[src/rtl/ctf_pkg.sv]
`timescale 1ns / 1ps

package ctf_pkg;

   localparam int FIELD_MAX_DEFAULT = 64;
   localparam int CMD_DEPTH_DEFAULT = 4;
   localparam int RSP_DEPTH_DEFAULT = 4;

   localparam logic [7:0] SEPARATOR_RESET = 8'd44;
   localparam logic [7:0] CHAR_QUOTE      = 8'h22;
   localparam logic [7:0] CHAR_SPACE      = 8'h20;
   localparam logic [7:0] CHAR_TAB        = 8'h09;
   localparam logic [7:0] CHAR_CR         = 8'h0d;
   localparam logic [7:0] CHAR_LF         = 8'h0a;

   localparam logic [1:0] KIND_SPACE = 2'd0;
   localparam logic [1:0] KIND_TAB   = 2'd1;
   localparam logic [1:0] KIND_CR    = 2'd2;
   localparam logic [1:0] KIND_LF    = 2'd3;

   typedef struct packed {
      logic [7:0] line_byte;
      logic       last_of_line;
   } req_type;

   typedef struct packed {
      logic [7:0] field_byte;
      logic       byte_valid;
      logic       field_end;
      logic       line_end;
   } rsp_type;

   // work handed from front to back, one per accepted request that does anything
   typedef struct packed {
      logic [7:0] data;
      logic       keep;
      logic       hold;
      logic       fin;
      logic       last;
   } cmd_type;

   typedef enum logic [2:0] {
      MODE_LEAD   = 3'd0,
      MODE_QUOTED = 3'd1,
      MODE_QSEEN  = 3'd2,
      MODE_AFTER  = 3'd3,
      MODE_PLAIN  = 3'd4
   } mode_type;

   typedef enum logic [1:0] {
      BACK_HEAD  = 2'd0,
      BACK_FLUSH = 2'd1,
      BACK_BYTE  = 2'd2,
      BACK_FIN   = 2'd3
   } back_state_type;

   function automatic logic [1:0] kind_of(input logic [7:0] c);
      logic [1:0] k;
      k = KIND_LF;
      if (c == CHAR_SPACE) begin
         k = KIND_SPACE;
      end else if (c == CHAR_TAB) begin
         k = KIND_TAB;
      end else if (c == CHAR_CR) begin
         k = KIND_CR;
      end
      return k;
   endfunction

   function automatic logic [7:0] kind_char(input logic [1:0] k);
      logic [7:0] c;
      unique case (k)
         KIND_SPACE: c = CHAR_SPACE;
         KIND_TAB:   c = CHAR_TAB;
         KIND_CR:    c = CHAR_CR;
         default:    c = CHAR_LF;
      endcase
      return c;
   endfunction

endpackage

[src/rtl/csv_field_tokenizer_top.sv]
`timescale 1ns / 1ps

// channel    ports                                  moves
// request    req_push, req_full, req_data           one line byte and its last-of-line mark
// response   rsp_pop, rsp_empty, rsp_data           one field byte, or a field end mark
// csr        csr_we, csr_wdata                      separator byte, reset 44
//
// the front takes one request per cycle while its command queue has room
// the back stores each held whitespace byte without a response; each response waits while the response queue is full
// a dropped byte, such as leading whitespace or a byte past the limit, gives the back no work unless it ends the field
// a byte after held whitespace bytes passes through the head state, which starts the read of
//   the held store, then through the flush of the held bytes, then the byte itself
// reset is synchronous and active high; it clears parse state and both queues
// either side may stall freely; the queues absorb the difference

module csv_field_tokenizer_top #(
   parameter int FIELD_MAX = ctf_pkg::FIELD_MAX_DEFAULT,
   parameter int CMD_DEPTH = ctf_pkg::CMD_DEPTH_DEFAULT,
   parameter int RSP_DEPTH = ctf_pkg::RSP_DEPTH_DEFAULT
) (
   input  logic             clock,
   input  logic             reset,
   input  logic             csr_we,
   input  logic [7:0]       csr_wdata,
   input  logic             req_push,
   output logic             req_full,
   input  ctf_pkg::req_type req_data,
   input  logic             rsp_pop,
   output logic             rsp_empty,
   output ctf_pkg::rsp_type rsp_data
);

   import ctf_pkg::*;

   cmd_type cmd_in, cmd_out;
   logic    cmd_push, cmd_full, cmd_pop, cmd_empty;
   rsp_type res;
   logic    res_push, res_full;

   ctf_front #(
      .FIELD_MAX(FIELD_MAX)
   ) u_front (
      .clock    (clock),
      .reset    (reset),
      .csr_we   (csr_we),
      .csr_wdata(csr_wdata),
      .req_push (req_push),
      .req_full (req_full),
      .req_data (req_data),
      .cmd_push (cmd_push),
      .cmd_full (cmd_full),
      .cmd_data (cmd_in)
   );

   ctf_fifo #(
      .WIDTH($bits(cmd_type)),
      .DEPTH(CMD_DEPTH)
   ) u_cmd_fifo (
      .clock  (clock),
      .reset  (reset),
      .push   (cmd_push),
      .full   (cmd_full),
      .wr_data(cmd_in),
      .pop    (cmd_pop),
      .empty  (cmd_empty),
      .rd_data(cmd_out)
   );

   ctf_back #(
      .FIELD_MAX(FIELD_MAX)
   ) u_back (
      .clock    (clock),
      .reset    (reset),
      .cmd      (cmd_out),
      .cmd_empty(cmd_empty),
      .cmd_pop  (cmd_pop),
      .res      (res),
      .res_push (res_push),
      .res_full (res_full)
   );

   ctf_fifo #(
      .WIDTH($bits(rsp_type)),
      .DEPTH(RSP_DEPTH)
   ) u_rsp_fifo (
      .clock  (clock),
      .reset  (reset),
      .push   (res_push),
      .full   (res_full),
      .wr_data(res),
      .pop    (rsp_pop),
      .empty  (rsp_empty),
      .rd_data(rsp_data)
   );

endmodule

[src/rtl/ctf_fifo.sv]
`timescale 1ns / 1ps

module ctf_fifo #(
   parameter int WIDTH = 8,
   parameter int DEPTH = ctf_pkg::CMD_DEPTH_DEFAULT
) (
   input  logic             clock,
   input  logic             reset,
   input  logic             push,
   output logic             full,
   input  logic [WIDTH-1:0] wr_data,
   input  logic             pop,
   output logic             empty,
   output logic [WIDTH-1:0] rd_data
);

   localparam int PTR_W = (DEPTH > 1) ? $clog2(DEPTH) : 1;
   localparam int CNT_W = $clog2(DEPTH + 1);
   localparam logic [PTR_W-1:0] PTR_LAST = PTR_W'(DEPTH - 1);
   localparam logic [CNT_W-1:0] CNT_FULL = CNT_W'(DEPTH);

   logic [WIDTH-1:0] entries_ff [DEPTH];
   logic [PTR_W-1:0] wr_ptr_ff, wr_ptr_in;
   logic [PTR_W-1:0] rd_ptr_ff, rd_ptr_in;
   logic [CNT_W-1:0] count_ff, count_in;
   logic             push_ok, pop_ok;

   assign full    = (count_ff == CNT_FULL);
   assign empty   = (count_ff == '0);
   assign push_ok = push & ~full;
   assign pop_ok  = pop & ~empty;
   assign rd_data = entries_ff[rd_ptr_ff];

   always_comb begin
      wr_ptr_in = wr_ptr_ff;
      rd_ptr_in = rd_ptr_ff;
      count_in  = count_ff;
      if (push_ok) begin
         wr_ptr_in = (wr_ptr_ff == PTR_LAST) ? '0 : wr_ptr_ff + PTR_W'(1);
      end
      if (pop_ok) begin
         rd_ptr_in = (rd_ptr_ff == PTR_LAST) ? '0 : rd_ptr_ff + PTR_W'(1);
      end
      if (push_ok && !pop_ok) begin
         count_in = count_ff + CNT_W'(1);
      end else if (pop_ok && !push_ok) begin
         count_in = count_ff - CNT_W'(1);
      end
   end

   always_ff @(posedge clock) begin
      if (reset) begin
         wr_ptr_ff <= '0;
         rd_ptr_ff <= '0;
         count_ff  <= '0;
      end else begin
         wr_ptr_ff <= wr_ptr_in;
         rd_ptr_ff <= rd_ptr_in;
         count_ff  <= count_in;
      end
   end

   always_ff @(posedge clock) begin
      if (push_ok) begin
         entries_ff[wr_ptr_ff] <= wr_data;
      end
   end

`ifndef SYNTHESIS
   a_count_bound: assert property (@(posedge clock) disable iff (reset)
      count_ff <= CNT_FULL)
      else $error("queue count beyond depth");
`endif

endmodule

[src/rtl/ctf_front.sv]
`timescale 1ns / 1ps

module ctf_front #(
   parameter int FIELD_MAX = ctf_pkg::FIELD_MAX_DEFAULT
) (
   input  logic             clock,
   input  logic             reset,
   input  logic             csr_we,
   input  logic [7:0]       csr_wdata,
   input  logic             req_push,
   output logic             req_full,
   input  ctf_pkg::req_type req_data,
   output logic             cmd_push,
   input  logic             cmd_full,
   output ctf_pkg::cmd_type cmd_data
);

   import ctf_pkg::*;

   localparam int CNT_W = $clog2(FIELD_MAX);
   localparam logic [CNT_W-1:0] KEEP_MAX = CNT_W'(FIELD_MAX - 1);

   logic [7:0]       separator_ff;
   mode_type         mode_ff, mode_in;
   logic [CNT_W-1:0] stored_ff, stored_in;
   logic             accept;
   logic             keep, hold, fin;
   logic [7:0]       c;
   logic             last;
   logic             is_quote, is_blank, is_ws, is_sep, room;

   assign accept   = req_push & ~cmd_full;
   assign req_full = cmd_full;
   assign c        = req_data.line_byte;
   assign last     = req_data.last_of_line;
   assign is_quote = (c == CHAR_QUOTE);
   assign is_blank = (c == CHAR_SPACE) || (c == CHAR_TAB);
   assign is_ws    = is_blank || (c == CHAR_CR) || (c == CHAR_LF);
   assign is_sep   = (c == separator_ff);
   assign room     = (stored_ff < KEEP_MAX);

   always_comb begin
      mode_in   = mode_ff;
      stored_in = stored_ff;
      keep      = 1'b0;
      hold      = 1'b0;
      fin       = 1'b0;
      if (accept) begin
         unique case (mode_ff)
            MODE_QUOTED: begin
               if (is_quote) begin
                  if (last) begin
                     fin = 1'b1;
                  end else begin
                     mode_in = MODE_QSEEN;
                  end
               end else begin
                  if (room) begin
                     keep      = 1'b1;
                     stored_in = stored_ff + CNT_W'(1);
                  end
                  fin = last;
               end
            end
            MODE_QSEEN: begin
               if (is_quote) begin
                  if (room) begin
                     keep      = 1'b1;
                     stored_in = stored_ff + CNT_W'(1);
                  end
                  mode_in = MODE_QUOTED;
                  fin     = last;
               end else begin
                  mode_in = MODE_AFTER;
                  fin     = is_sep | last;
               end
            end
            MODE_AFTER: begin
               fin = is_sep | last;
            end
            MODE_PLAIN: begin
               if (is_sep) begin
                  fin = 1'b1;
               end else begin
                  if (room) begin
                     hold      = is_ws;
                     keep      = ~is_ws;
                     stored_in = stored_ff + CNT_W'(1);
                  end
                  fin = last;
               end
            end
            default: begin
               mode_in = MODE_LEAD;
               if (is_blank) begin
                  fin = last;
               end else if (is_quote) begin
                  mode_in = MODE_QUOTED;
                  fin     = last;
               end else if (is_sep) begin
                  fin = 1'b1;
               end else begin
                  mode_in = MODE_PLAIN;
                  if (room) begin
                     hold      = is_ws;
                     keep      = ~is_ws;
                     stored_in = stored_ff + CNT_W'(1);
                  end
                  fin = last;
               end
            end
         endcase
         if (fin) begin
            mode_in   = MODE_LEAD;
            stored_in = '0;
         end
      end
   end

   assign cmd_push      = accept & (keep | hold | fin);
   assign cmd_data.data = c;
   assign cmd_data.keep = keep;
   assign cmd_data.hold = hold;
   assign cmd_data.fin  = fin;
   assign cmd_data.last = last;

   always_ff @(posedge clock) begin
      if (reset) begin
         mode_ff      <= MODE_LEAD;
         stored_ff    <= '0;
         separator_ff <= SEPARATOR_RESET;
      end else begin
         mode_ff   <= mode_in;
         stored_ff <= stored_in;
         if (csr_we) begin
            separator_ff <= csr_wdata;
         end
      end
   end

`ifndef SYNTHESIS
   a_stored_bound: assert property (@(posedge clock) disable iff (reset)
      stored_ff <= KEEP_MAX)
      else $error("stored count beyond field limit");
`endif

endmodule

[src/rtl/ctf_back.sv]
`timescale 1ns / 1ps

module ctf_back #(
   parameter int FIELD_MAX = ctf_pkg::FIELD_MAX_DEFAULT
) (
   input  logic             clock,
   input  logic             reset,
   input  ctf_pkg::cmd_type cmd,
   input  logic             cmd_empty,
   output logic             cmd_pop,
   output ctf_pkg::rsp_type res,
   output logic             res_push,
   input  logic             res_full
);

   import ctf_pkg::*;

   localparam int CNT_W = $clog2(FIELD_MAX);
   localparam int DEPTH = FIELD_MAX - 1;
   localparam int IDX_W = (DEPTH > 1) ? $clog2(DEPTH) : 1;
   localparam logic [CNT_W-1:0] PEND_MAX = CNT_W'(FIELD_MAX - 1);

   logic [1:0]       kinds_mem [DEPTH];
   logic [1:0]       kind_rd_ff;
   back_state_type   state_ff, state_in;
   logic [CNT_W-1:0] pend_ff, pend_in;
   logic [CNT_W-1:0] flush_ff, flush_in;
   logic             wr_en;
   logic [IDX_W-1:0] rd_addr;
   rsp_type          byte_res, fin_res;

   assign byte_res = '{field_byte: cmd.data, byte_valid: 1'b1, field_end: 1'b0, line_end: 1'b0};
   assign fin_res  = '{field_byte: 8'd0, byte_valid: 1'b0, field_end: 1'b1, line_end: cmd.last};
   assign rd_addr  = flush_in[IDX_W-1:0];

   always_comb begin
      state_in = state_ff;
      pend_in  = pend_ff;
      flush_in = flush_ff;
      cmd_pop  = 1'b0;
      res_push = 1'b0;
      res      = fin_res;
      wr_en    = 1'b0;
      unique case (state_ff)
         BACK_HEAD: begin
            if (!cmd_empty) begin
               if (cmd.keep && pend_ff != '0) begin
                  state_in = BACK_FLUSH;
                  flush_in = '0;
               end else if (cmd.keep) begin
                  if (!res_full) begin
                     res      = byte_res;
                     res_push = 1'b1;
                     if (cmd.fin) begin
                        state_in = BACK_FIN;
                     end else begin
                        cmd_pop = 1'b1;
                     end
                  end
               end else if (cmd.hold && !cmd.fin) begin
                  wr_en   = 1'b1;
                  pend_in = pend_ff + CNT_W'(1);
                  cmd_pop = 1'b1;
               end else if (cmd.fin) begin
                  if (!res_full) begin
                     res_push = 1'b1;
                     pend_in  = '0;
                     cmd_pop  = 1'b1;
                  end
               end else begin
                  cmd_pop = 1'b1;
               end
            end
         end
         BACK_FLUSH: begin
            if (!res_full) begin
               res      = '{field_byte: kind_char(kind_rd_ff), byte_valid: 1'b1,
                            field_end: 1'b0, line_end: 1'b0};
               res_push = 1'b1;
               if (flush_ff + CNT_W'(1) == pend_ff) begin
                  state_in = BACK_BYTE;
                  flush_in = '0;
                  pend_in  = '0;
               end else begin
                  flush_in = flush_ff + CNT_W'(1);
               end
            end
         end
         BACK_BYTE: begin
            if (!res_full) begin
               res      = byte_res;
               res_push = 1'b1;
               if (cmd.fin) begin
                  state_in = BACK_FIN;
               end else begin
                  cmd_pop  = 1'b1;
                  state_in = BACK_HEAD;
               end
            end
         end
         default: begin
            if (!res_full) begin
               res_push = 1'b1;
               pend_in  = '0;
               cmd_pop  = 1'b1;
               state_in = BACK_HEAD;
            end
         end
      endcase
   end

   always_ff @(posedge clock) begin
      if (reset) begin
         state_ff <= BACK_HEAD;
         pend_ff  <= '0;
         flush_ff <= '0;
      end else begin
         state_ff <= state_in;
         pend_ff  <= pend_in;
         flush_ff <= flush_in;
      end
   end

   // held whitespace store
   always_ff @(posedge clock) begin
      if (wr_en) begin
         kinds_mem[pend_ff[IDX_W-1:0]] <= kind_of(cmd.data);
      end
      kind_rd_ff <= kinds_mem[rd_addr];
   end

`ifndef SYNTHESIS
   a_flush_has_pending: assert property (@(posedge clock) disable iff (reset)
      state_ff == BACK_FLUSH |-> pend_ff != '0 && flush_ff < pend_ff)
      else $error("flush without held whitespace");

   a_field_end_clears: assert property (@(posedge clock) disable iff (reset)
      res_push && !res_full && res.field_end |=> pend_ff == '0)
      else $error("held whitespace survives field end");

   a_pend_bound: assert property (@(posedge clock) disable iff (reset)
      pend_ff <= PEND_MAX)
      else $error("held whitespace count beyond limit");
`endif

endmodule

[config.mk]
export PLATFORM = sky130hd
export DESIGN_NAME = csv_field_tokenizer_top
export DESIGN_NICKNAME = d
export VERILOG_FILES = /design/src/rtl/ctf_pkg.sv /design/src/rtl/csv_field_tokenizer_top.sv /design/src/rtl/ctf_fifo.sv /design/src/rtl/ctf_front.sv /design/src/rtl/ctf_back.sv
export SDC_FILE = /design/constraint.sdc
export NUM_CORES = 1
export LEC_CHECK = 0
export BUFFER_PORTS_ARGS = -buffer_cell sky130_fd_sc_hd__buf_2
export CORE_MARGIN = 2
export CORE_UTILIZATION = 45
export CTS_CLUSTER_DIAMETER = 30
export CTS_CLUSTER_SIZE = 24
export DETAILED_ROUTE_END_ITERATION = 10
export PLACE_DENSITY_LB_ADDON = 0.2
export SETUP_SLACK_MARGIN = 0.2
export SLEW_MARGIN = 20
export SYNTH_ARGS = -nofsm -noshare
export SYNTH_HDL_FRONTEND = slang
export SYNTH_SLANG_ARGS = --single-unit
[constraint.sdc]
create_clock -name clock -period 7.06 [get_ports clock]
set_input_delay 1.412 -clock clock [delete_from_list [all_inputs] [get_ports clock]]
set_output_delay 1.412 -clock clock [all_outputs]
set_load 0.02 [all_outputs]
# Word-level counts from Yosys, hierarchy flattened
# Memories as Yosys holds them, arrays and structs flattened. A register that Yosys moved wholly into a read port is not among the register bits.
# Index checks and enable logic that the tools add are counted.
[classes]
n_addsub = 11
mul = 0
div_mod_pow = 0
n_lt_le_gt_ge = 1
eq_ne = 43
shift = 0
mux = 114
bitwise_logic = 15
n_reduce_logical = 27
[ops]
columns = ["operator", "n"]
rows = [
  ["$mux 6", 19],
  ["$mux 11", 5],
  ["$mux 1", 47],
  ["$mux 2", 22],
  ["$eq 8x4->1 const B", 5],
  ["$pmux 6 s3", 2],
  ["$pmux 11 s3", 1],
  ["$mux 3", 10],
  ["$eq 8x6->1 const B", 3],
  ["$pmux 6 s4", 1],
  ["$add 6x1->6 const B", 3],
  ["$ne 3x1->1 const B", 5],
  ["$ne 2x2->1 const B", 7],
  ["$eq 2x2->1 const B", 6],
  ["$pmux 6 s2", 1],
  ["$eq 3x3->1 const B", 3],
  ["$pmux 3 s3", 1],
  ["$add 2x1->2 const B", 4],
  ["$eq 8x8->1", 1],
  ["$pmux 1 s4", 2],
  ["$reduce_and 8->1", 1],
  ["$reduce_and 7->1", 1],
  ["$add 3x1->3 const B", 2],
  ["$and 1x1->1", 6],
  ["other kinds (27)", 53],
]
[totals]
ff_bits = 45
latchBits = 0
ram_bits = 218
mem_bits_ro = 0
inputBits = 22
output_inout_bits = 13
word_cells = 226
mem_count = 3
[mem_list]
columns = ["memory", "depth", "word_bits", "read_ports", "rd_ports_with_merged_regs", "write_ports", "line_no", "source"]
rows = [
  ["u_back.kinds_mem", 63, 2, 1, 1, 1, "ctf_back.sv:23", "logic [1:0] kinds_mem [DEPTH];"],
  ["u_cmd_fifo.entries_ff", 4, 12, 1, 1, 1, "ctf_fifo.sv:22", "logic [WIDTH-1:0] entries_ff [DEPTH];"],
  ["u_rsp_fifo.entries_ff", 4, 11, 1, 1, 1, "ctf_fifo.sv:22", ""],
]

# Logic depth before layout (Yosys ltp)
# Gate-level depths: netlist of the first run.
[logic_depth]
word_depth = 19
depth_mapped = 16
depth_no_buf = 15

# Modules after synthesis
# Synthesis of the first run repeated with hierarchy kept, for this count alone.
[hier_totals]
cells_unflattened = 1067
hier_area_um2 = 13050.0
[modules_own_cells]
columns = ["mod", "instances", "cells_each", "area_each_um2", "seq_area_each_um2"]
rows = [
  ["ctf_back", 1, 684, 7414.6, 4103.9],
  ["ctf_fifo (u_cmd_fifo)", 1, 112, 2218.4, 1621.6],
  ["ctf_fifo (u_rsp_fifo)", 1, 107, 2097.0, 1501.4],
  ["ctf_front", 1, 164, 1320.0, 340.3],
]

# Worst setup path after synthesis of the first run
# Ideal clock, no wire load.
[synth_timing]
path_kind = "register to register"
from = "register (tool-made name)"
to = "memory u_back.kinds_mem[0][0], data pin"
setup_ns = 0.694
t_arrival_ns = 4.345
t_required_ns = 6.366
slack_ns = 2.021
stages_incl_launch_ff = 6
n_path_buf = 1
synth_period_minus_slack_ns = 5.039
cell_sequence = "dfxtp_1 > buf_1 > mux4_2 > nor2b_1 > and3_1 > o21ai_0"
[synth_rtl]
columns = ["item", "line_no"]
rows = [
  ["end, declared", "ctf_back.sv:23"],
]

# Final worst setup path of the first run
[layout_timing]
from = "register u_back.flush_ff[0]"
to = "register u_back.kind_rd_ff[1] (read register of u_back.kinds_mem)"
[layout_between]
elab_chain_cells = 5
word_cells_on_any_way = 7
cone_classes = "add/sub (1); eq/ne (1); mux (5)"
[layout_rtl]
columns = ["item", "line_no", "source"]
rows = [
  ["start, declared", "ctf_back.sv:27", "logic [CNT_W-1:0] flush_ff, flush_in;"],
  ["start signal, assigned", "ctf_back.sv:120", "flush_ff <= flush_in;"],
  ["$add 6x1->6", "ctf_back.sv:80, ctf_back.sv:85", ""],
  ["$eq 6x6->1", "ctf_back.sv:80", "if (flush_ff + CNT_W'(1) == pend_ff) begin"],
  ["$mux 6", "ctf_back.sv:80", ""],
  ["$mux 6", "ctf_back.sv:76", "if (!res_full) begin"],
  ["$pmux 6 s2 (*)", "ctf_back.sv:44", "unique case (state_ff)"],
  ["end, declared", "ctf_back.sv:24", "logic [1:0] kind_rd_ff;"],
]
# Every way passes the cells marked *; elsewhere a longest branch is shown, timed or not.
# A chain may end at the register's enable or synchronous reset.

==> results.tsv, run 1 <==
stage	metric	value	unit
layout	final_cell_mix	edfxtp_1 (218), nor2_1 (136), nand2_1 (102)	
route	vias	8351	
pwr	p_sw	1.70	mW
timing	hold_viol_final	0	
clock_network	ctsLongestPathBuffers	3	
route	routed_wl	28500	um
clock_network	cts_sinks	269	
placed_design	dpl_worst_slack	2.32	ns
floorplanning	initial_core_util	46.1	%
setup_path	crit_chain	ha_1 -> xor2_1 -> nor4_1 -> a21bo_2 -> o22ai_2 -> buf_4 -> or2_1 -> buf_4 -> mux2i_1 -> a221oi_1 -> a311oi_1 -> or4_1 -> nand4_1	
timing	worst_pin_slew	0.924	ns
setup_path	worstSetupEndpointType	flip-flop	
floorplanning	dieHeight	171	um
pwr	p_per_area	390	nW/um2
grt	grt_use_total	20.0	%
placed_design	dpl.hpwl	17600	um
layout	instances_no_fill	1484	
layout	drive_above_1_share	16.5	%
yosys	syn_avg_cell_area	12.2	um2
route	dr.pass1.iters	5	
yosys	synthArstFlopShare	0	%
yosys	seq_area_frac_synth	60.6	%
floorplanning	core-area	27100	um2
timing	min_period	4.58	ns
layout	n_antenna_cell	0	
setup_path	critPathMaxFanout	23	
setup_path	critPathRequiredTime	7.55	ns
yosys	synth_edf_count	218	
setup_path	critPathArrivalTime	5.07	ns
grt	grt_max_degree	64	
route	drt_drc_violations_left	0	
placed_design	place_inst	1385	
clock_network	clock_tree.root_cell	clkbuf_16	
setup_path	crit_path_max_incr_delay	0.92	ns
yosys	ys_warn_count	0	
timing	max_freq	218	MHz
yosys	synth_seq_cells	269	
placed_design	portBuffers	34	
grt	first_global_vias	8370	
setup_path	slowest_stage	dfxtp_1	
floorplanning	die_w	171	um
floorplanning	io_pins	35	
pwr	fin_total_pwr	5.78	mW
timing	rsz0062_at_grt	false	
yosys	synth_nets	1070	
clock_network	hold_buffers	0	
pwr	clkPwrFrac	43.0	%
clock_network	cts_buffers	53	
pwr	p_leak	5.28	nW
grt	antenna_found_initial	0	
pwr	p_comb_share	21.5	%
pwr	p_int	4.07	mW
route	drtIter0Drc	590	
layout	syn2layout_area_growth	18.5	%
timing	slew_viol_final	0	
setup_path	crit_top_cell	buf_4	
clock_network	cts_tree	yes	
grt	grt.overflow.total	0	
clock_network	clkTransAtPathRegs	0.05	ns
clock_network	cts_setup_buffers	0	
floorplanning	die-area	29100	um2
route	routedWlPerCell	19.2	um
setup_path	critPathKind	reg -> reg	
yosys	ys.flop_type	edfxtp_1	
timing	setup_slack	2.48	ns
placed_design	gp_congestion	0.801	
timing	finalCritPeriodShare	64.9	%
pwr	ir_drop	0.000265	V
clock_network	clock_latency	0.55	ns
yosys	synth_area	12500	um2
setup_path	rrSetupSlack	2.48	ns
layout	final_nets	1112	
timing	setup_tns	0	ns
pwr	switching_share	29.5	%
route	avgViaCountPerCell	5.63	
grt	grt_first_pass_wirelength	45100	um
yosys	syn_inst	1026	
clock_network	ctsResizeCount	0	
status	outcome	complete, no violations	
setup_path	cp-start-kind	flip-flop	
pwr	p_seq_share	35.5	%
yosys	synth_cell_type_count	77	
route	final_antenna_net_count	0	
clock_network	h-tree-depth	2	
min_path	hp-class	reg -> reg	
layout	finalCoreUtilization	54.6	%
timing	slew_headroom	38.3	%
floorplanning	rows	60	
timing	fin_worst_skew	0.0213	ns
layout	final_common_cell	edfxtp_1	
run	max_cap_violations	0	
timing	setup_viol	0	
## routing by layer
metal	vias up	wire length (um)	GRT usage [%]
met5	-	0	0
met4	0	709	6.47
met3	55	1560	3.28
met2	243	13200	31.8
met1	4104	13100	28.0
li1	3949	-	-
## per-stage QoR
step,hold slack (ns),cell area [um2]
floorplan,0.458,12500
global placement,0.480,13000
detailed placement,0.482,13000
CTS,0.493,14800
global route,0.517,14800
finish,0.490,14800
## area by class of cell
class	count	area, um2
fillers	2277	12300
flip-flops and latches	269	7570
inverters	18	67.6
clock buffers	64	1410
well taps	372	465
multi-input cells	680	4630
repair buffers	46	260
clock inverters	35	404
## sequential cells by signal, summed over array words and instances, names as in the netlist, 3 cells and up, named ones only
signal and cells:
u_back.kinds_mem 126, u_cmd_fifo.entries_ff 48, u_rsp_fifo.entries_ff 44, u_front.separator_ff 8, u_back.flush_ff 6, u_back.pend_ff 6
u_front.stored_ff 6, u_cmd_fifo.count_ff 3, u_front.mode_ff 3, u_rsp_fifo.count_ff 3
## cell usage after synthesis, types with 7 or more instances
cell type	number	area, um2
ha_1	20	250
xor2_1	10	87.6
o2bb2ai_1	8	70.1
xnor2_1	15	131
nand2_1	102	383
a31oi_1	11	68.8
mux2i_1	33	330
nor2b_1	9	56.3
a21oi_1	42	210
a211oi_1	19	143
nand2b_1	7	43.8
or2_2	9	56.3
and2_1	19	119
a22oi_1	8	60.1
dfxtp_1	51	1020
buf_2	14	70.1
buf_1	7	26.3
inv_1	18	67.6
mux4_2	22	495
a311oi_1	7	61.3
o21ai_0	25	125
clkbuf_1	35	131
nand3_1	33	165
edfxtp_1	218	6550
a221oi_1	8	70.1
nor2_1	137	514
nor3_1	14	70.1
nand4_1	8	50.1
## critical path: cells and delay by family, from the launching register on
family / cells / cell delay [ns]
adder cells (fa/ha/maj): 1 / 0.45
buffers and inverters: 2 / 0.69
multiplexers: 1 / 0.13
flip-flops: 1 / 0.92
XOR/XNOR: 1 / 0.21
AND/OR/NAND/NOR: 4 / 1.36
AO/OA/AOI/OAI: 4 / 0.73
## cell families (layout without fill, tap and decap cells)
family,Yosys count,in the layout,share of synthesized area (%)
mux,62,62,7.24
flops,269,269,60.6
compound gates,196,196,11.6
xor+xnor,25,25,1.75
buf+inv,77,163,2.55
fa+ha+maj,23,23,2.40
simple gates,374,374,13.9
## power groups by stage
stage,Clock (mW),Sequential (mW),Combinational (mW)
floorplan,0,2.00,0.966
global placement,0,2.08,1.22
detailed placement,0,2.08,1.24
CTS,2.52,2.05,1.25
global route,2.60,2.07,1.37
finish,2.48,2.05,1.24
## worst paths after layout
check,from,end,cells past startpoint
setup / recovery,u_back.flush_ff[0],u_back.kind_rd_ff[1],13
hold / removal,u_front.stored_ff[1],u_front.stored_ff[1],2
setup reg to reg,u_back.flush_ff[0],u_back.kind_rd_ff[1],13
hold reg to reg,u_front.stored_ff[1],u_front.stored_ff[1],2
(Power assumes the default switching activity.)
==> run 2: changes to the inputs <==
Clock period 7.06 ns to 4.45 ns, I/O delays scaled along.
==> results.tsv, run 2 (synthesis gave the netlist of run 1 again) <==
stage	metric	value	unit	change
status	outcome	complete, no violations		
layout	n_antenna_cell	0		unchanged
min_path	hp-class	reg -> reg		
floorplanning	io_pins	35		unchanged
route	vias	8411		+0.72%
clock_network	h-tree-depth	2		unchanged
layout	syn2layout_area_growth	19.7	%	
placed_design	dpl.hpwl	18500	um	+5.0%
timing	slew_headroom	26.8	%	-11 points
timing	slew_viol_final	0		unchanged
clock_network	ctsLongestPathBuffers	3		unchanged
grt	first_global_vias	8508		+1.6%
route	final_antenna_net_count	0		unchanged
clock_network	cts_setup_buffers	0		unchanged
floorplanning	die_w	171	um	unchanged
timing	worst_pin_slew	1.10	ns	+0.173 ns
floorplanning	die-area	29100	um2	unchanged
placed_design	gp_congestion	0.853		+6.5%
pwr	p_per_area	624	nW/um2	+60%
timing	hold_viol_final	0		unchanged
layout	final_nets	1124		+1.1%
setup_path	r2r_cells	10		-3
setup_path	worstSetupEndpointType	flip-flop		
route	drtIter0Drc	804		+36%
setup_path	critPathArrivalTime	4.25	ns	-0.82 ns
timing	finalCritPeriodShare	86.3	%	+21 points
route	routed_wl	28800	um	+1.0%
min_path	min_from	u_front.stored_ff[1]		
setup_path	cp-start-kind	flip-flop		
grt	grt_max_degree	64		unchanged
placed_design	portBuffers	34		unchanged
setup_path	r2r_end	u_back.kind_rd_ff[1]		
clock_network	cts_sinks	269		unchanged
pwr	fin_total_pwr	9.33	mW	+61%
timing	fin_worst_skew	0.0235	ns	+0.00220 ns
layout	final_common_cell	edfxtp_1		
timing	setup_tns	0	ns	unchanged
layout	largest_reg_flops	126		unchanged
route	routedWlPerCell	19.3	um	+0.29%
clock_network	hold_buffers	0		unchanged
min_path	hold-path-endpoint	u_front.stored_ff[1]		
route	drt_drc_violations_left	0		unchanged
timing	whs	0.488	ns	-0.00170 ns
setup_path	critPathKind	reg -> reg		
floorplanning	dieHeight	171	um	unchanged
grt	antenna_found_initial	1		+1
placed_design	dpl_worst_slack	0.609	ns	-1.71 ns
run	max_cap_violations	0		unchanged
timing	setup_slack	0.610	ns	-1.87 ns
grt	grt.overflow.total	0		unchanged
floorplanning	core-area	27100	um2	unchanged
min_path	min_path_cells	2		unchanged
pwr	p_leak	5.35	nW	+1.3%
layout	drive_above_1_share	18.3	%	+1.9 points
clock_network	cts_tree	yes		
layout	final_cell_area	14900	um2	+0.98%
clock_network	ctsResizeCount	0		unchanged
floorplanning	rows	60		unchanged
clock_network	clock_tree.root_cell	clkbuf_16		
timing	max_freq	260	MHz	+19%
timing	setup_viol	0		unchanged
floorplanning	initial_core_util	46.1	%	unchanged
setup_path	rrSetupSlack	0.61	ns	-1.87 ns
clock_network	cts_buffers	53		unchanged
route	dr.pass1.iters	7		+2
setup_path	critPathMaxFanout	12		-48%
setup_path	rr_startpoint	u_back.flush_ff[2]		
route	avgViaCountPerCell	5.63		about the same
layout	final_cell_mix	edfxtp_1 (218), nor2_1 (136), nand2_1 (102)		
grt	grt_use_total	20.4	%	+0.48 points
timing	rsz0062_at_grt	false		
pwr	ir_drop	0.000439	V	+66%
clock_network	clkTransAtPathRegs	0.05	ns	about the same
grt	grt_first_pass_wirelength	46200	um	+2.6%
setup_path	critPathRequiredTime	4.86	ns	-2.69 ns
timing	min_period	3.84	ns	-0.745 ns
clock_network	clock_latency	0.55	ns	about the same
placed_design	dpl-instance-area	13100	um2	+0.75%
==> run 2: cell count changes in the layout (fill, tap and decap cells not counted), sizes merged <==
cell,delta
clkbuf,-3
bufinv,+1
inv,+2
clkinv,-7
clkinvlp,+6
buf,+12
==> run 2: power by group <==
part           internal, mW  switching [mW]  total [mW]
Combinational         0.789            1.29        2.08
Sequential             3.06           0.148        3.20
Clock                  2.72            1.32        4.04
Total                  6.57            2.76        9.33
==> run 2: critical path, stage by stage (launching register included) <==
cell and delay (ns):
dfxtp_1 0.53, nand3_2 0.22, o21ai_0 0.44, a2111oi_4 0.19, a2111oi_2 0.56, a221o_1 0.57
buf_4 0.29, nand3_1 0.10, a311oi_1 0.53, or4_1 0.19, nand4_1 0.08
==> run 2: final cells by class <==
| cell class | count | area, um2 |
|---|---|---|
| multi-input cells | 680 | 4620 |
| inverters | 18 | 67.6 |
| clock inverters | 37 | 474 |
| flip-flops and latches | 269 | 7570 |
| well taps | 372 | 465 |
| fillers | 2297 | 12200 |
| clock buffers | 61 | 1390 |
| repair buffers | 58 | 363 |
==> run 2: stage by stage <==
stage               utilization (%)  instances
floorplan                         -       1026
CTS                            55.1       1495
detailed placement             48.3       1397
global placement               48.3       1397
finish                         55.1       1495
global route                   55.1       1495
==> run 2: routing by layer <==
layer | vias to the layer above | part of all wire [%] | global-route usage [%]
met3 | 56 | 5.5 | 3.65
li1 | 3982 | - | -
met5 | - | 0.038 | 0
met4 | 2 | 1.9 | 5.76
met2 | 268 | 47 | 33.1
met1 | 4103 | 45 | 28.4
==> run 2: worst max-delay path by stage <==
stage | slack [ns] | endpoint | from
6_report | 0.61 | u_back.kind_rd_ff[1] | u_back.flush_ff[2]
5_1_grt | 0.48 | u_back.kind_rd_ff[0] | u_back.flush_ff[2]
4_1_cts | 0.69 | u_back.kind_rd_ff[0] | u_back.flush_ff[2]
3_5_place_dp | 0.61 | u_cmd_fifo.count_ff[2] | req_data[6]
3_3_place_gp | 0.65 | u_cmd_fifo.count_ff[2] | req_data[6]
2_1_floorplan | 0.48 | u_cmd_fifo.count_ff[2] | req_data[6]
==> run 3: changes to the inputs <==
Settings changed: CORE_UTILIZATION 45 to 62, SKIP_LAST_GASP set to 1.
==> results.tsv, run 3 (synthesis gave the netlist of run 1 again) <==
stage	metric	value	unit	change
clock_network	clkTransAtPathRegs	0.05	ns	about the same
route	avgViaCountPerCell	6.31		+12%
placed_design	dpl.hpwl	17900	um	-3.3%
timing	min_period	3.97	ns	+0.130 ns
setup_path	r2r_end	u_back.kind_rd_ff[0]		
route	vias	8676		+3.2%
grt	grt_use_total	27.6	%	+7.1 points
pwr	p_leak	5.25	nW	-2.0%
route	final_antenna_net_count	0		unchanged
floorplanning	rows	51		-15%
setup_path	critPathMaxFanout	26		+14
timing	setup_viol	0		unchanged
clock_network	clock_latency	0.53	ns	-0.02 ns
route	routed.top_layer	met4		
floorplanning	die-area	21300	um2	-27%
floorplanning	core-area	19600	um2	-28%
setup_path	timing.critical_path.from	u_back.flush_ff[0]		
layout	finalCoreUtilization	74.4	%	+19 points
timing	rsz0062_at_grt	false		
setup_path	critPathKind	reg -> reg		
floorplanning	initial_core_util	63.7	%	+18 points
route	wl_met2	13900	um	+2.2%
layout	n_antenna_cell	0		unchanged
timing	worst_pin_slew	1.19	ns	+0.0941 ns
setup_path	critPathRequiredTime	4.85	ns	about the same
layout	drive_above_1_share	17.1	%	-1.2 points
layout	instances_no_fill	1376		-8.0%
placed_design	place_inst	1291		-7.6%
timing	setup_slack	0.480	ns	-0.130 ns
timing	max_freq	252	MHz	-3.3%
grt	grt_max_degree	64		unchanged
timing	slew_headroom	20.6	%	-6.3 points
grt	grt_first_pass_wirelength	46300	um	+0.15%
route	wl_met3	2330	um	+46%
timing	fin_worst_skew	0.0189	ns	-0.00460 ns
timing	slew_viol_final	0		unchanged
timing	setup_tns	0	ns	unchanged
clock_network	cts_setup_buffers	0		unchanged
layout	final_common_cell	edfxtp_1		
layout	largest_reg_flops	126		unchanged
placed_design	portBuffers	34		unchanged
placed_design	dpl-instance-area	12900	um2	-1.1%
route	drt_drc_violations_left	0		unchanged
clock_network	cts_tree	yes		
pwr	ir_drop	0.000354	V	-19%
route	drtIter0Drc	928		+15%
min_path	hp-class	reg -> reg		
layout	final_nets	1119		-0.44%
setup_path	cp-endpoint	u_back.kind_rd_ff[0]		
floorplanning	die_w	146	um	-14%
clock_network	cts_buffers	47		-11%
setup_path	rrSetupSlack	0.48	ns	-0.13 ns
pwr	fin_total_pwr	8.94	mW	-4.2%
clock_network	hold_buffers	0		unchanged
layout	syn2layout_area_growth	16.7	%	
timing	finalCritPeriodShare	89.2	%	+2.9 points
grt	grt.overflow.total	0		unchanged
floorplanning	dieHeight	146	um	-14%
route	met1Wirelength	12000	um	-8.1%
run	max_cap_violations	0		unchanged
pwr	p_per_area	613	nW/um2	-1.7%
setup_path	critPathArrivalTime	4.37	ns	+0.12 ns
status	outcome	complete, no violations		
placed_design	dpl_worst_slack	0.585	ns	-0.0241 ns
layout	final_cell_mix	edfxtp_1 (218), nor2_1 (136), nand2_1 (102)		
setup_path	r2r_cells	10		unchanged
grt	first_global_vias	8578		+0.82%
clock_network	clock_tree.root_cell	clkbuf_16		
clock_network	cts_sinks	269		unchanged
floorplanning	io_pins	35		unchanged
route	routed_wl	28800	um	+0.21%
clock_network	ctsLongestPathBuffers	3		unchanged
route	dr.pass1.iters	6		-1
setup_path	cp-start-kind	flip-flop		
timing	whs	0.495	ns	+0.00659 ns
grt	antenna_found_initial	0		-1
clock_network	h-tree-depth	2		unchanged
clock_network	ctsResizeCount	0		unchanged
timing	hold_viol_final	0		unchanged
route	routedWlPerCell	21.0	um	+8.9%
setup_path	rr_startpoint	u_back.flush_ff[0]		
setup_path	worstSetupEndpointType	flip-flop		
layout	final_cell_area	14600	um2	-2.5%
placed_design	gp_congestion	0.913		+6.9%
[run 3: final cells by class]
class	count	area [um2]
Sequential cell	269	7570
Timing Repair Buffer	59	358
Clock inverter	29	344
Fill cell	1262	5020
Inverter	18	67.6
Multi-Input combinational cell	680	4620
Tap cell	265	332
Clock buffer	56	1280
[run 3: how the worst min path moves through the flow]
stage / startpoint / cells after the start / to / slack (ns)
after global placement: u_front.stored_ff[1] / 2 / u_front.stored_ff[1] / 0.48
after global routing: u_front.stored_ff[1] / 2 / u_front.stored_ff[1] / 0.53
after floorplan: u_front.stored_ff[1] / 2 / u_front.stored_ff[1] / 0.46
after detailed placement: u_front.stored_ff[1] / 2 / u_front.stored_ff[1] / 0.48
after CTS: u_front.stored_ff[1] / 2 / u_front.stored_ff[1] / 0.49
final: u_front.stored_ff[1] / 2 / u_front.stored_ff[1] / 0.50
[run 3: routing by layer]
metal | vias to the layer above | global-route usage, %
li1 | 3968 | -
met1 | 4232 | 38.4
met2 | 415 | 44.4
met3 | 61 | 5.39
met4 | 0 | 8.53
met5 | - | 0
[run 3: power by group]
group | internal (mW) | switching (mW) | total (mW)
combinational | 0.775 | 1.31 | 2.08
sequential | 3.06 | 0.165 | 3.22
clock | 2.42 | 1.22 | 3.63
[run 3: critical path: stages, from the launching register on]
cell       delay, ns
dfxtp_1         0.56
nand3_2         0.21
or3_4           0.45
a2111oi_4       0.49
a21oi_1         0.25
a22o_1          0.69
a221oi_2        0.38
a21oi_1         0.10
o311a_1         0.35
a211oi_1        0.25
nand4_1         0.11
